===== src/rtl/core/strict_priority_bandwidth_allocator_core_macros.svh =====
// assertion macros for the bandwidth allocator core
// expects clk and rst_n in the scope where a macro is used
`ifndef STRICT_PRIORITY_BANDWIDTH_ALLOCATOR_CORE_MACROS_SVH
`define STRICT_PRIORITY_BANDWIDTH_ALLOCATOR_CORE_MACROS_SVH

// same-cycle implication
`define SPBA_ASSERT_IMP(lbl, ant, con, msg) \
    lbl: assert property (@(posedge clk) disable iff (!rst_n) (ant) |-> (con)) \
        else $error(msg);

// next-cycle implication
`define SPBA_ASSERT_NXT(lbl, ant, con, msg) \
    lbl: assert property (@(posedge clk) disable iff (!rst_n) (ant) |=> (con)) \
        else $error(msg);

`endif


===== src/rtl/core/spba_pkg.sv =====
// shared types and constants of the bandwidth allocator core
// no dependencies
`default_nettype none

package spba_pkg;

    localparam int RATE_W   = 16;
    localparam int PRIO_W   = 3;
    localparam int SLOTF_W  = 4;
    localparam int REQ_W    = 20;
    localparam int DEMAND_W = PRIO_W + RATE_W;

    localparam int IN_DATA_W  = 24;
    localparam int OUT_DATA_W = 80;

    localparam int CFG_IDX_W = 2;
    localparam logic [CFG_IDX_W-1:0] CFG_WIRED_BUDGET    = 2'd0;
    localparam logic [CFG_IDX_W-1:0] CFG_WIRELESS_BUDGET = 2'd1;
    localparam logic [CFG_IDX_W-1:0] CFG_MODE_WIRELESS   = 2'd2;

    localparam logic [RATE_W-1:0] WIRED_DEFAULT    = 16'd4800;
    localparam logic [RATE_W-1:0] WIRELESS_DEFAULT = 16'd1280;
    localparam logic [RATE_W-1:0] MIN_REMAIN       = 16'd8;
    localparam logic [REQ_W-1:0]  REQ_MAX          = 20'hFFFFF;

    localparam logic CMD_WRITE   = 1'b0;
    localparam logic CMD_COMPUTE = 1'b1;

    typedef struct packed {
        logic [PRIO_W-1:0] prio;
        logic [RATE_W-1:0] rate;
    } demand_t;

endpackage

`default_nettype wire


===== src/rtl/core/strict_priority_bandwidth_allocator_core.sv =====
// strict priority bandwidth allocator, top level
// uses spba_pkg, spba_ram and the assertion macro header
//
// channel   dir  handshake                 payload
// s_axis    in   s_axis_tvalid/tready      tdata slot/prio/rate/enable, tuser cmd
// m_axis    out  m_axis_tvalid/tready      tdata grant fields, tuser no_demand, tlast
// cfg       in   cfg_valid/cfg_ready       cfg_index, cfg_data
//
// a slot write is taken while idle; the sum pass of a compute visits every slot and reads each
// active slot, then the priorities are stepped up to the highest used one, with a scan over
// the slots for each used priority, as every active slot is read and its priority compared
// on each scan; with no demand, S_NONE puts out the word after the sum pass
// active flags sit in flops cleared by reset; no clearing pass
// the scan holds in S_EVAL while the output word waits on m_axis_tready
`default_nettype none
`include "strict_priority_bandwidth_allocator_core_macros.svh"

module strict_priority_bandwidth_allocator_core
    import spba_pkg::*;
#(
    parameter int SLOT_COUNT      = 16,
    parameter int PRIORITY_LEVELS = 8
) (
    input  wire logic                  clk,
    input  wire logic                  rst_n,
    // slot[3:0], priority_req[6:4], rate[22:7], enable[23]
    input  wire logic [IN_DATA_W-1:0]  s_axis_tdata,
    // cmd[0]
    input  wire logic [0:0]            s_axis_tuser,
    input  wire logic                  s_axis_tvalid,
    output logic                       s_axis_tready,
    // grant_slot[3:0], grant_priority[6:4], grant_rate[22:7], degraded[23],
    // total_budget[39:24], requested_total[59:40], used_total[75:60]
    output logic [OUT_DATA_W-1:0]      m_axis_tdata,
    // no_demand[0]
    output logic [0:0]                 m_axis_tuser,
    output logic                       m_axis_tlast,
    output logic                       m_axis_tvalid,
    input  wire logic                  m_axis_tready,
    input  wire logic                  cfg_valid,
    output logic                       cfg_ready,
    input  wire logic [CFG_IDX_W-1:0]  cfg_index,
    input  wire logic [RATE_W-1:0]     cfg_data
);

    localparam int SW = (SLOT_COUNT > 1) ? $clog2(SLOT_COUNT) : 1;
    localparam logic [SW-1:0] LAST_IDX = SW'(SLOT_COUNT - 1);
    localparam logic [PRIO_W-1:0] TOP_PRIO = PRIO_W'((1 << PRIO_W) - 1);
    localparam logic [PRIO_W-1:0] CLAMP_PRIO = PRIO_W'(PRIORITY_LEVELS - 1);

    localparam logic [2:0] S_IDLE     = 3'd0;
    localparam logic [2:0] S_SUM      = 3'd1;
    localparam logic [2:0] S_SUM_DATA = 3'd2;
    localparam logic [2:0] S_PRIO     = 3'd3;
    localparam logic [2:0] S_SCAN     = 3'd4;
    localparam logic [2:0] S_EVAL     = 3'd5;
    localparam logic [2:0] S_NONE     = 3'd6;

    logic [2:0]              state_reg, state_next;
    logic [SW-1:0]           idx_reg, idx_next;
    logic [PRIO_W-1:0]       p_reg, p_next;
    logic [(1<<PRIO_W)-1:0]  mask_reg, mask_next;
    logic [SW-1:0]           lslot_reg, lslot_next;
    logic [PRIO_W-1:0]       lprio_reg, lprio_next;
    logic [REQ_W-1:0]        req_reg, req_next;
    logic [RATE_W-1:0]       used_reg, used_next;
    logic [RATE_W-1:0]       budget_reg, budget_next;
    logic [SLOT_COUNT-1:0]   valid_reg, valid_next;

    logic [RATE_W-1:0]       wired_reg, wired_next;
    logic [RATE_W-1:0]       wireless_reg, wireless_next;
    logic                    mode_reg, mode_next;

    logic                    ovalid_reg, ovalid_next;
    logic [OUT_DATA_W-1:0]   odata_reg, odata_next;
    logic                    ouser_reg, ouser_next;
    logic                    olast_reg, olast_next;

    // input fields
    logic [SLOTF_W-1:0] in_slot;
    logic [PRIO_W-1:0]  in_prio;
    logic [RATE_W-1:0]  in_rate;
    logic               in_en;
    logic               in_acc;

    // ram
    logic               wr_en, rd_en;
    logic [SW-1:0]      wr_addr;
    demand_t            wr_data, rd_data;

    // datapath
    logic               out_free;
    logic [REQ_W:0]     req_sum;
    logic [RATE_W:0]    used_sum;
    logic [RATE_W-1:0]  remain, grant;
    logic               deg, is_last;

    assign in_slot = s_axis_tdata[3:0];
    assign in_prio = s_axis_tdata[6:4];
    assign in_rate = s_axis_tdata[22:7];
    assign in_en   = s_axis_tdata[23];

    assign s_axis_tready = (state_reg == S_IDLE);
    assign in_acc        = s_axis_tvalid && s_axis_tready;
    assign cfg_ready     = 1'b1;
    assign out_free      = !ovalid_reg || m_axis_tready;

    assign m_axis_tvalid = ovalid_reg;
    assign m_axis_tdata  = odata_reg;
    assign m_axis_tuser  = ouser_reg;
    assign m_axis_tlast  = olast_reg;

    assign wr_en   = in_acc && (s_axis_tuser[0] == CMD_WRITE)
                     && (32'(in_slot) < SLOT_COUNT);
    assign wr_addr = SW'(in_slot);
    assign wr_data.rate = in_rate;
    assign wr_data.prio = (32'(in_prio) >= PRIORITY_LEVELS) ? CLAMP_PRIO : in_prio;

    assign rd_en = ((state_reg == S_SUM) || (state_reg == S_SCAN)) && valid_reg[idx_reg];

    spba_ram #(
        .WIDTH (DEMAND_W),
        .DEPTH (SLOT_COUNT)
    ) u_demand_ram (
        .clk     (clk),
        .wr_en   (wr_en),
        .wr_addr (wr_addr),
        .wr_data (wr_data),
        .rd_en   (rd_en),
        .rd_addr (idx_reg),
        .rd_data (rd_data)
    );

    // shared add / compare unit
    always_comb
    begin
        req_sum  = {1'b0, req_reg} + (REQ_W+1)'(rd_data.rate);
        used_sum = {1'b0, used_reg} + {1'b0, rd_data.rate};
        remain   = budget_reg - used_reg;
        if (used_sum > {1'b0, budget_reg})
        begin
            deg   = 1'b1;
            grant = (remain > MIN_REMAIN) ? remain : '0;
        end
        else
        begin
            deg   = 1'b0;
            grant = rd_data.rate;
        end
        is_last = (idx_reg == lslot_reg) && (p_reg == lprio_reg);
    end

    always_comb
    begin
        state_next    = state_reg;
        idx_next      = idx_reg;
        p_next        = p_reg;
        mask_next     = mask_reg;
        lslot_next    = lslot_reg;
        lprio_next    = lprio_reg;
        req_next      = req_reg;
        used_next     = used_reg;
        budget_next   = budget_reg;
        valid_next    = valid_reg;
        wired_next    = wired_reg;
        wireless_next = wireless_reg;
        mode_next     = mode_reg;
        ovalid_next   = ovalid_reg && !m_axis_tready;
        odata_next    = odata_reg;
        ouser_next    = ouser_reg;
        olast_next    = olast_reg;

        if (cfg_valid)
        begin
            unique case (cfg_index)
                CFG_WIRED_BUDGET:    wired_next    = (cfg_data == '0) ? WIRED_DEFAULT : cfg_data;
                CFG_WIRELESS_BUDGET: wireless_next = (cfg_data == '0) ? WIRELESS_DEFAULT
                                                                      : cfg_data;
                CFG_MODE_WIRELESS:   mode_next     = cfg_data[0];
                default:             ;
            endcase
        end

        if (wr_en)
        begin
            valid_next[wr_addr] = in_en && (in_rate != '0);
        end

        unique case (state_reg)
            S_IDLE:
            begin
                if (in_acc && (s_axis_tuser[0] == CMD_COMPUTE))
                begin
                    budget_next = mode_reg ? wireless_reg : wired_reg;
                    req_next    = '0;
                    used_next   = '0;
                    mask_next   = '0;
                    idx_next    = '0;
                    p_next      = '0;
                    state_next  = S_SUM;
                end
            end
            S_SUM:
            begin
                if (valid_reg[idx_reg])
                begin
                    state_next = S_SUM_DATA;
                end
                else if (idx_reg == LAST_IDX)
                begin
                    state_next = (mask_reg == '0) ? S_NONE : S_PRIO;
                end
                else
                begin
                    idx_next = idx_reg + 1'b1;
                end
            end
            S_SUM_DATA:
            begin
                req_next = (req_sum > {1'b0, REQ_MAX}) ? REQ_MAX : req_sum[REQ_W-1:0];
                mask_next[rd_data.prio] = 1'b1;
                // latest slot in grant order is the one that carries tlast
                if ((mask_reg == '0) || (rd_data.prio >= lprio_reg))
                begin
                    lslot_next = idx_reg;
                    lprio_next = rd_data.prio;
                end
                if (idx_reg == LAST_IDX)
                begin
                    state_next = S_PRIO;
                end
                else
                begin
                    idx_next   = idx_reg + 1'b1;
                    state_next = S_SUM;
                end
            end
            S_PRIO:
            begin
                if (mask_reg[p_reg])
                begin
                    idx_next   = '0;
                    state_next = S_SCAN;
                end
                else if (p_reg == TOP_PRIO)
                begin
                    state_next = S_IDLE;
                end
                else
                begin
                    p_next = p_reg + 1'b1;
                end
            end
            S_SCAN:
            begin
                if (valid_reg[idx_reg])
                begin
                    state_next = S_EVAL;
                end
                else if (idx_reg == LAST_IDX)
                begin
                    p_next     = p_reg + 1'b1;
                    state_next = (p_reg == TOP_PRIO) ? S_IDLE : S_PRIO;
                end
                else
                begin
                    idx_next = idx_reg + 1'b1;
                end
            end
            S_EVAL:
            begin
                if (rd_data.prio != p_reg || out_free)
                begin
                    if (rd_data.prio == p_reg)
                    begin
                        used_next   = used_reg + grant;
                        ovalid_next = 1'b1;
                        ouser_next  = 1'b0;
                        olast_next  = is_last;
                        odata_next  = {4'd0, used_reg + grant, req_reg, budget_reg, deg, grant,
                                       p_reg, SLOTF_W'(idx_reg)};
                    end
                    if ((rd_data.prio == p_reg) && is_last)
                    begin
                        state_next = S_IDLE;
                    end
                    else if (idx_reg == LAST_IDX)
                    begin
                        p_next     = p_reg + 1'b1;
                        state_next = (p_reg == TOP_PRIO) ? S_IDLE : S_PRIO;
                    end
                    else
                    begin
                        idx_next   = idx_reg + 1'b1;
                        state_next = S_SCAN;
                    end
                end
            end
            S_NONE:
            begin
                if (out_free)
                begin
                    ovalid_next = 1'b1;
                    ouser_next  = 1'b1;
                    olast_next  = 1'b1;
                    odata_next  = {40'd0, budget_reg, 24'd0};
                    state_next  = S_IDLE;
                end
            end
            default:
            begin
                state_next = S_IDLE;
            end
        endcase
    end

    always_ff @(posedge clk or negedge rst_n)
    begin
        if (!rst_n)
        begin
            state_reg    <= S_IDLE;
            valid_reg    <= '0;
            wired_reg    <= WIRED_DEFAULT;
            wireless_reg <= WIRELESS_DEFAULT;
            mode_reg     <= 1'b0;
            ovalid_reg   <= 1'b0;
        end
        else
        begin
            state_reg    <= state_next;
            valid_reg    <= valid_next;
            wired_reg    <= wired_next;
            wireless_reg <= wireless_next;
            mode_reg     <= mode_next;
            ovalid_reg   <= ovalid_next;
        end
    end

    always_ff @(posedge clk)
    begin
        idx_reg    <= idx_next;
        p_reg      <= p_next;
        mask_reg   <= mask_next;
        lslot_reg  <= lslot_next;
        lprio_reg  <= lprio_next;
        req_reg    <= req_next;
        used_reg   <= used_next;
        budget_reg <= budget_next;
        odata_reg  <= odata_next;
        ouser_reg  <= ouser_next;
        olast_reg  <= olast_next;
    end

    `SPBA_ASSERT_IMP(a_used_in_budget, m_axis_tvalid, m_axis_tdata[75:60] <= m_axis_tdata[39:24], "used total above budget")
    `SPBA_ASSERT_IMP(a_none_is_last, m_axis_tvalid && m_axis_tuser[0], m_axis_tlast, "no-demand word not last")
    `SPBA_ASSERT_IMP(a_grant_in_used, m_axis_tvalid, m_axis_tdata[22:7] <= m_axis_tdata[75:60], "grant above used total")
    `SPBA_ASSERT_IMP(a_full_grant_nonzero, m_axis_tvalid && !m_axis_tuser[0] && !m_axis_tdata[23], m_axis_tdata[22:7] != '0, "full grant is zero")
    `SPBA_ASSERT_NXT(a_compute_busy, s_axis_tvalid && s_axis_tready && s_axis_tuser[0], !s_axis_tready, "ready right after compute")

endmodule

`default_nettype wire


===== src/rtl/core/spba_ram.sv =====
// generic single-write, single-read ram with registered read data
// no dependencies
`default_nettype none

module spba_ram #(
    parameter int WIDTH = 8,
    parameter int DEPTH = 16
) (
    input  wire logic                     clk,
    input  wire logic                     wr_en,
    input  wire logic [$clog2(DEPTH)-1:0] wr_addr,
    input  wire logic [WIDTH-1:0]         wr_data,
    input  wire logic                     rd_en,
    input  wire logic [$clog2(DEPTH)-1:0] rd_addr,
    output logic      [WIDTH-1:0]         rd_data
);

    logic [WIDTH-1:0] mem [DEPTH];

    always_ff @(posedge clk)
    begin
        if (wr_en)
        begin
            mem[wr_addr] <= wr_data;
        end
        if (rd_en)
        begin
            rd_data <= mem[rd_addr];
        end
    end

endmodule

`default_nettype wire


===== config.mk =====
export PLATFORM = sky130hd
export DESIGN_NAME = strict_priority_bandwidth_allocator_core
export DESIGN_NICKNAME = d
export VERILOG_FILES = /design/src/rtl/core/spba_pkg.sv /design/src/rtl/core/strict_priority_bandwidth_allocator_core.sv /design/src/rtl/core/spba_ram.sv
export VERILOG_INCLUDE_DIRS = /design/src /design/src/rtl/core
export SDC_FILE = /design/constraint.sdc
export NUM_CORES = 1
export LEC_CHECK = 0
export ABC_CLOCK_PERIOD_IN_PS = 5700
export BUFFER_PORTS_ARGS = -buffer_cell sky130_fd_sc_hd__buf_4
export CORE_MARGIN = 5
export CORE_UTILIZATION = 25
export DETAILED_ROUTE_END_ITERATION = 7
export PLACE_DENSITY = 0.52
export RECOVER_POWER = 100
export SLEW_MARGIN = 30
export SYNTH_ARGS = -nofsm -noshare
export SYNTH_HDL_FRONTEND = slang
export SYNTH_SLANG_ARGS = --single-unit

===== constraint.sdc =====
create_clock -name clk -period 5.7 [get_ports clk]
set_input_delay 1.14 -clock clk [delete_from_list [all_inputs] [get_ports clk]]
set_output_delay 1.14 -clock clk [all_outputs]
set_load 0.03 [all_outputs]

# After elaboration in Yosys (flattened, before gate mapping)
# Memories as Yosys holds them, arrays and structs flattened. A register that Yosys moved wholly into a read port is not among the register bits.
# Cells that the tools add are included.
[word_totals]
ff_bits = 209
latch_bits = 0
mem_bits_rw = 304
rom_bits = 0
wordCells = 172
mem_count = 1
[op_classes]
addsub = 6
multipliers = 0
div = 0
n_lt_le_gt_ge = 10
n_eq_ne = 27
n_shift = 0
n_mux = 71
n_bitwise = 2
reduce_logical = 38
[memory_table]
columns = ["memory", "words", "word_bits", "rd", "rd_clocked_by_memory_dff", "write_ports", "line", "text"]
rows = [
  ["u_demand_ram.mem", 16, 19, 1, 1, 1, "spba_ram.sv:18", "logic [WIDTH-1:0] mem [DEPTH];"],
]
[op_table]
columns = ["op", "count"]
rows = [
  ["$mux 80", 3],
  ["$pmux 80 s2", 1],
  ["$mux 16", 8],
  ["$mux 3", 19],
  ["$mux 20", 2],
  ["$pmux 20 s2", 1],
  ["$pmux 16 s2", 1],
  ["$mux 4", 6],
  ["$add 20x16->21", 1],
  ["$gt 21x20->1 const B", 1],
  ["$pmux 3 s7", 1],
  ["$pmux 4 s5", 1],
  ["$ne 2x2->1 const B", 9],
  ["$add 16x16->17", 1],
  ["$gt 17x16->1", 1],
  ["$add 16x16->16", 1],
  ["$bwmux 16", 1],
  ["$gt 16x4->1 const B", 1],
  ["$logic_not 16->1", 1],
  ["$pmux 8 s2", 1],
  ["$reduce_bool 16->1", 1],
  ["$sub 16x16->16", 1],
  ["$mux 1", 15],
  ["$eq 3x3->1 const B", 4],
  ["42 further kinds", 72],
]

# Logic depth before layout (Yosys ltp)
[depth]
ltp_word = 8
ltp_mapped = 29
ltp_nobuf = 27

# Hierarchy
# A second synthesis with hierarchy kept.
[unflattened]
hier_cells = 1592
hier_area_um2 = 24024.3
[by_module_without_submodules]
columns = ["mod", "n_inst", "cells_each", "area_per_inst_um2"]
rows = [
  ["spba_ram", 1, 507, 12036.5],
  ["strict_priority_bandwidth_allocator_core", 1, 1085, 11987.7],
]

# Least setup slack after synthesis
# Ideal clock, no wire load.
[synth_timing]
path_type = "reg2reg"
startpoint = "register used_reg[1]"
endpoint = "register odata_reg[74], in the netlist m_axis_tdata[74], data pin"
setup_ns = 0.195
arrival_time_ns = 5.883
required_ns = 5.505
path_slack_ns = -0.378
path_stages_with_launch = 28
path_buffers = 2
path_cell_list = "edfxtp_1 > ha_1 > a21o_1 > a21oi_1 > o21ai_0 > o21ai_0 > o311ai_0 > a21o_1 > a21oi_1 > xnor2_1 > ha_1 > a31oi_1 > o21ai_0 > a211oi_1 > buf_2 > buf_2 > nor2_1 > a22o_1 > ha_1 > fa_1 > a21o_1 > a21oi_1 > o211ai_1 > a21oi_1 > o21ai_0 > o31a_1 > or3_1 > o311ai_0"
[synth_via]
elab_chain_len = 8
elab_cells_between_ends = 10
classes_between = "add/sub: 3; order compare: 2; mux: 5"
[synth_rtl]
columns = ["item", "line", "text"]
rows = [
  ["start, declared", "strict_priority_bandwidth_allocator_core.sv:66", "logic [RATE_W-1:0] used_reg, used_next;"],
  ["start signal, assigned", "strict_priority_bandwidth_allocator_core.sv:347", "used_reg <= used_next;"],
  ["$sub 16x16->16", "strict_priority_bandwidth_allocator_core.sv:139", "remain = budget_reg - used_reg;"],
  ["$gt 16x4->1", "strict_priority_bandwidth_allocator_core.sv:143", "grant = (remain > MIN_REMAIN) ? remain : '0;"],
  ["$mux 16", "strict_priority_bandwidth_allocator_core.sv:143", ""],
  ["$mux 16 (*)", "strict_priority_bandwidth_allocator_core.sv:140", "if (used_sum > {1'b0, budget_reg})"],
  ["named net grant[0]", "strict_priority_bandwidth_allocator_core.sv:95", "logic [RATE_W-1:0] remain, grant;"],
  ["$add 16x16->16 (*)", "strict_priority_bandwidth_allocator_core.sv:280", "odata_next = {4'd0, used_reg + grant, req_reg, budget_reg, deg, grant,"],
  ["$mux 80 (*)", "strict_priority_bandwidth_allocator_core.sv:274", "if (rd_data.prio == p_reg)"],
  ["$mux 80 (*)", "strict_priority_bandwidth_allocator_core.sv:272", "if (rd_data.prio != p_reg || out_free)"],
  ["$pmux 80 s2 (*)", "strict_priority_bandwidth_allocator_core.sv:189", "unique case (state_reg)"],
  ["end signal, assigned", "strict_priority_bandwidth_allocator_core.sv:349", "odata_reg <= odata_next;"],
  ["end, declared", "strict_priority_bandwidth_allocator_core.sv:75", "logic [OUT_DATA_W-1:0] odata_reg, odata_next;"],
]
# The timed path passes the listed nets; every way through them passes the cells marked *. The select of a mux whose other input is x is not followed.
# A chain may end at the register's enable or synchronous reset.

# Worst setup path in the final report
[layout_timing]
startpoint = "register u_demand_ram.rd_data[0] (read register of u_demand_ram.mem)"
endpoint = "register used_reg[14], data pin"
[layout_via]
elab_chain_len = 7
[layout_rtl]
columns = ["item", "line", "text"]
rows = [
  ["start, declared", "spba_ram.sv:15", "output logic [WIDTH-1:0] rd_data"],
  ["$add 16x16->17", "strict_priority_bandwidth_allocator_core.sv:138", "used_sum = {1'b0, used_reg} + {1'b0, rd_data.rate};"],
  ["$gt 17x16->1", "strict_priority_bandwidth_allocator_core.sv:140", ""],
  ["$mux 16 (*)", "strict_priority_bandwidth_allocator_core.sv:140", ""],
  ["named net grant[0]", "strict_priority_bandwidth_allocator_core.sv:95", ""],
  ["$add 16x16->16 (*)", "strict_priority_bandwidth_allocator_core.sv:276", "used_next = used_reg + grant;"],
  ["$mux 16 (*)", "strict_priority_bandwidth_allocator_core.sv:274", ""],
  ["$mux 16 (*)", "strict_priority_bandwidth_allocator_core.sv:272", ""],
  ["$pmux 16 s2 (*)", "strict_priority_bandwidth_allocator_core.sv:189", ""],
]
# Marked as above.

==> summary.md <==
| Metric | Value |
|---|---|
| Layout Nets | 1951 |
| Arrival @ worst endpoint | ~6 ns |
| First-pass GRT wire length | between 90000 and 100000 um |
| Post-Syn Area | about 24000 um2 |
| Crit path capture type | flop |
| Setup skew after layout | 0.01894 ns |
| Synth cell types | 70 |
| Number of synthesized flops with an enable pin | between 400 and 500 |
| Starting Density | 25.09% |
| Vias in the first global route | 14980 |
| Maximum VDD drop | about 0.25 mV |
| Slew headroom | -110.5% |
| Hold WC Path Type | reg2reg |
| Slowest cell on the critical path | fa_2 |
| Most numerous cell in the Yosys netlist | edfxtp_1 |
| DP Worst Slack | -0.4995 ns |
| Final ANT Viol Nets | 0 |
| Die H | about 320 um |
| H-tree depth | 2 |
| Initial antenna violation count | 5 |
| Clock slew at reported path FFs | 0.06 ns |
| Placer Congestion | 0.8525 |
| Top post-synthesis cells by area | edfxtp_1 (59%), mux4_2 (9.5%), dfrtp_1 (4.9%) |
| Status | complete, but fails checks |
| Vias | 14500 |
| WP data required | around 6.1 ns |
| Final setup violation count | 1 |
| Ratio of cells with drive above 1 in the final layout | around a quarter |
| Num CTS Buffers | 53 |
| Final period util | 100.2% |
| Ys flop type | edfxtp_1 |
| Pwr Total | between 10000 and 15000 uW |
| Leak pwr | 0.01003 uW |
| Vias per inst | roughly 4.6 |
| Synth top cells by count | edfxtp_1 (475), nor2_1 (122), mux4_2 (102) |
| CTS Sinks | around 530 |
| Pins Over Slew Limit | 507 |
| Hpwl dp | 44060 um |
| Sequential cell area | 15600 um2 |
| CTS max path bufs | 3 |
| Slack of the critical path | -0.01188 ns |
| # rows | roughly 110 |
| Violated checks | capacitance limit, slew limit, setup timing |
| Number of synthesized register bits | approximately 530 |
| M3 GR Usage | 2.045% |
| Grt total ovfl | 0 |
| Clk root buf | clkbuf_16 |
| Routed length per instance | between 20 and 25 um |
| Slew @ Worst Pin | ~3.2 ns |
| Final Critical Period | around 5.7 ns |
| Critical setup path kind | reg2reg |
| Multi-input gate area | ~8400 um2 |
| Largest net degree at the start of global routing | 82 |
| Crit start category | flop |
| Routed WL | 66240 um |
| Mapped Cells | around 1600 |
| Die area | just over 100000 um2 |
| Max Cap Viol | 18 |
| Register area share after synthesis | about 64% |
| Synth top area share | between 50% and 60% |
| Cell taking the most area after synthesis | edfxtp_1 |
| Largest register FFs | 304 |
| CTS tree | done |
| Tot GR Track Use | about an eighth |
| Overall die width | around 320 um |
| Syn avg cell area | ~15 um2 |
| Placeable core area | approximately 96000 um2 |
| Met1 Usage GRT | between 15 and 20% |
| Unrepaired setup endpoints after global routing | true |
| Filler cells | 9741 |
| Pwr Density | around 460 nW/um2 |
| Hold Vio Cnt, Final | 0 |
| DRC viols | 0 |
| Starting DRT DRC Count | about 1100 |
| DRT Pass-1 Iters | 5 |
| GR peak layer | met2 |
| Crit Path Max Fanout | 7 |
| Clk Latency, worst-skew pair | 0.62 ns |
| GR Util met2 | a little over a fifth |
| Worst path max stage delay | 0.40 ns |
| Fmax | between 0.15 and 0.2 GHz |
| # port buffers | ~130 |
| Synth warn | 0 |
| Top-Level Pins | between 100 and 150 |
| Area grow syn2layout | 20.09% |
| Async set-reset flop share out of synthesis | around a tenth |
-- placed cells by master (no fill, tap or decap), drive strengths merged, types with 31 or more instances in the layout --
| master | Yosys | routed |
|---|---|---|
| edfxtp | 475 | 475 |
| clkbuf | 45 | 198 |
| buf | 20 | 130 |
| nor2 | 122 | 122 |
| mux4 | 102 | 102 |
| ha | 84 | 84 |
| mux2 | 72 | 72 |
| inv | 68 | 70 |
| a21oi | 59 | 59 |
| nand2 | 52 | 52 |
| o21ai | 51 | 51 |
| dfrtp | 47 | 47 |
| and2 | 44 | 44 |
| xnor2 | 35 | 35 |
| nor3 | 31 | 31 |
-- area by class of cell --
type / count / area share (%)
sequential: 528 / 53.68
timing repair buffer: 254 / 5.103
antenna: 2 / 0.01723
clock inverter: 24 / 0.8526
clock buffer: 74 / 5.081
multi-input combinational: 910 / 28.89
tap: 1276 / 5.495
inverter: 68 / 0.8785
-- report_power, final --
part	internal [uW]	switching [uW]	total [uW]
clock	1950	1510	3460
sequential	4760	287	5050
combinational	2250	2610	4850
total	8960	4400	13400
-- cell families (layout without fill, tap and decap cells) --
kind of cell | Yosys count | after routing | synth area share, %
multiplexers | 178 | 178 | 13.01
other | 2 | 7 | 0.03104
buffers and inverters | 133 | 420 | 2.229
AND/OR/NAND/NOR | 356 | 356 | 7.307
XOR/XNOR | 58 | 58 | 2.100
flip-flops | 528 | 528 | 64.47
AO/OA/AOI/OAI | 225 | 225 | 6.180
adder cells (fa/ha/maj) | 88 | 88 | 4.675
-- final timing paths --
| path | start | endpoint | slack, ns | depth (start not counted) |
|---|---|---|---|---|
| setup / recovery | u_demand_ram.rd_data[0] | used_reg[14] | -0.01 | 29 |
| hold / removal | wireless_reg[10] | wireless_reg[10] | 0.48 | 2 |
| setup reg to reg | u_demand_ram.rd_data[0] | used_reg[14] | -0.01 | 29 |
| hold reg to reg | wireless_reg[10] | wireless_reg[10] | 0.48 | 2 |
| max in group asynchronous | rst_n | valid_reg[7] | 2.44 | 1 |
| min in group asynchronous | rst_n | mode_reg | 1.53 | 1 |
-- timing repair --
action,CTS,global route
setup buffers,11,5
pin swaps,43,44
hold buffers,0,0
hold endpoints to repair,0,0
gates resized for setup,47,42
setup endpoints to repair,15,19
cloned,1,0
-- through the flow --
stage / setup TNS [ns] / utilization, % / cell area, um2 / hold slack (ns) / cells
detailed placement: -3.073 / 28.50 / 27480 / 0.4745 / 3021
finish: -0.01188 / 30.13 / 29060 / 0.4846 / 3136
floorplan: 0 / - / 24230 / 0.4244 / 1571
global route: -3.953 / 30.13 / 29050 / 0.5114 / 3134
CTS: -0.02096 / 30.56 / 29460 / 0.4839 / 3129
global placement: -3.311 / 28.50 / 27480 / 0.4649 / 3021
-- layer usage --
layer,share of wire [%],routed length (um)
met4,2.5,1664
met3,5.0,3309
met5,0.018,12
met1,44,29040
met2,49,32210
-- critical path, delay by kind of cell (launching register included) --
family | cells | cell delay [ns]
compound gates | 13 | 2.03
flops | 1 | 0.36
buf+inv | 5 | 0.59
xor+xnor | 1 | 0.12
fa+ha+maj | 5 | 1.45
simple gates | 5 | 0.98
No activity file was read; power rests on OpenSTA's default activity.
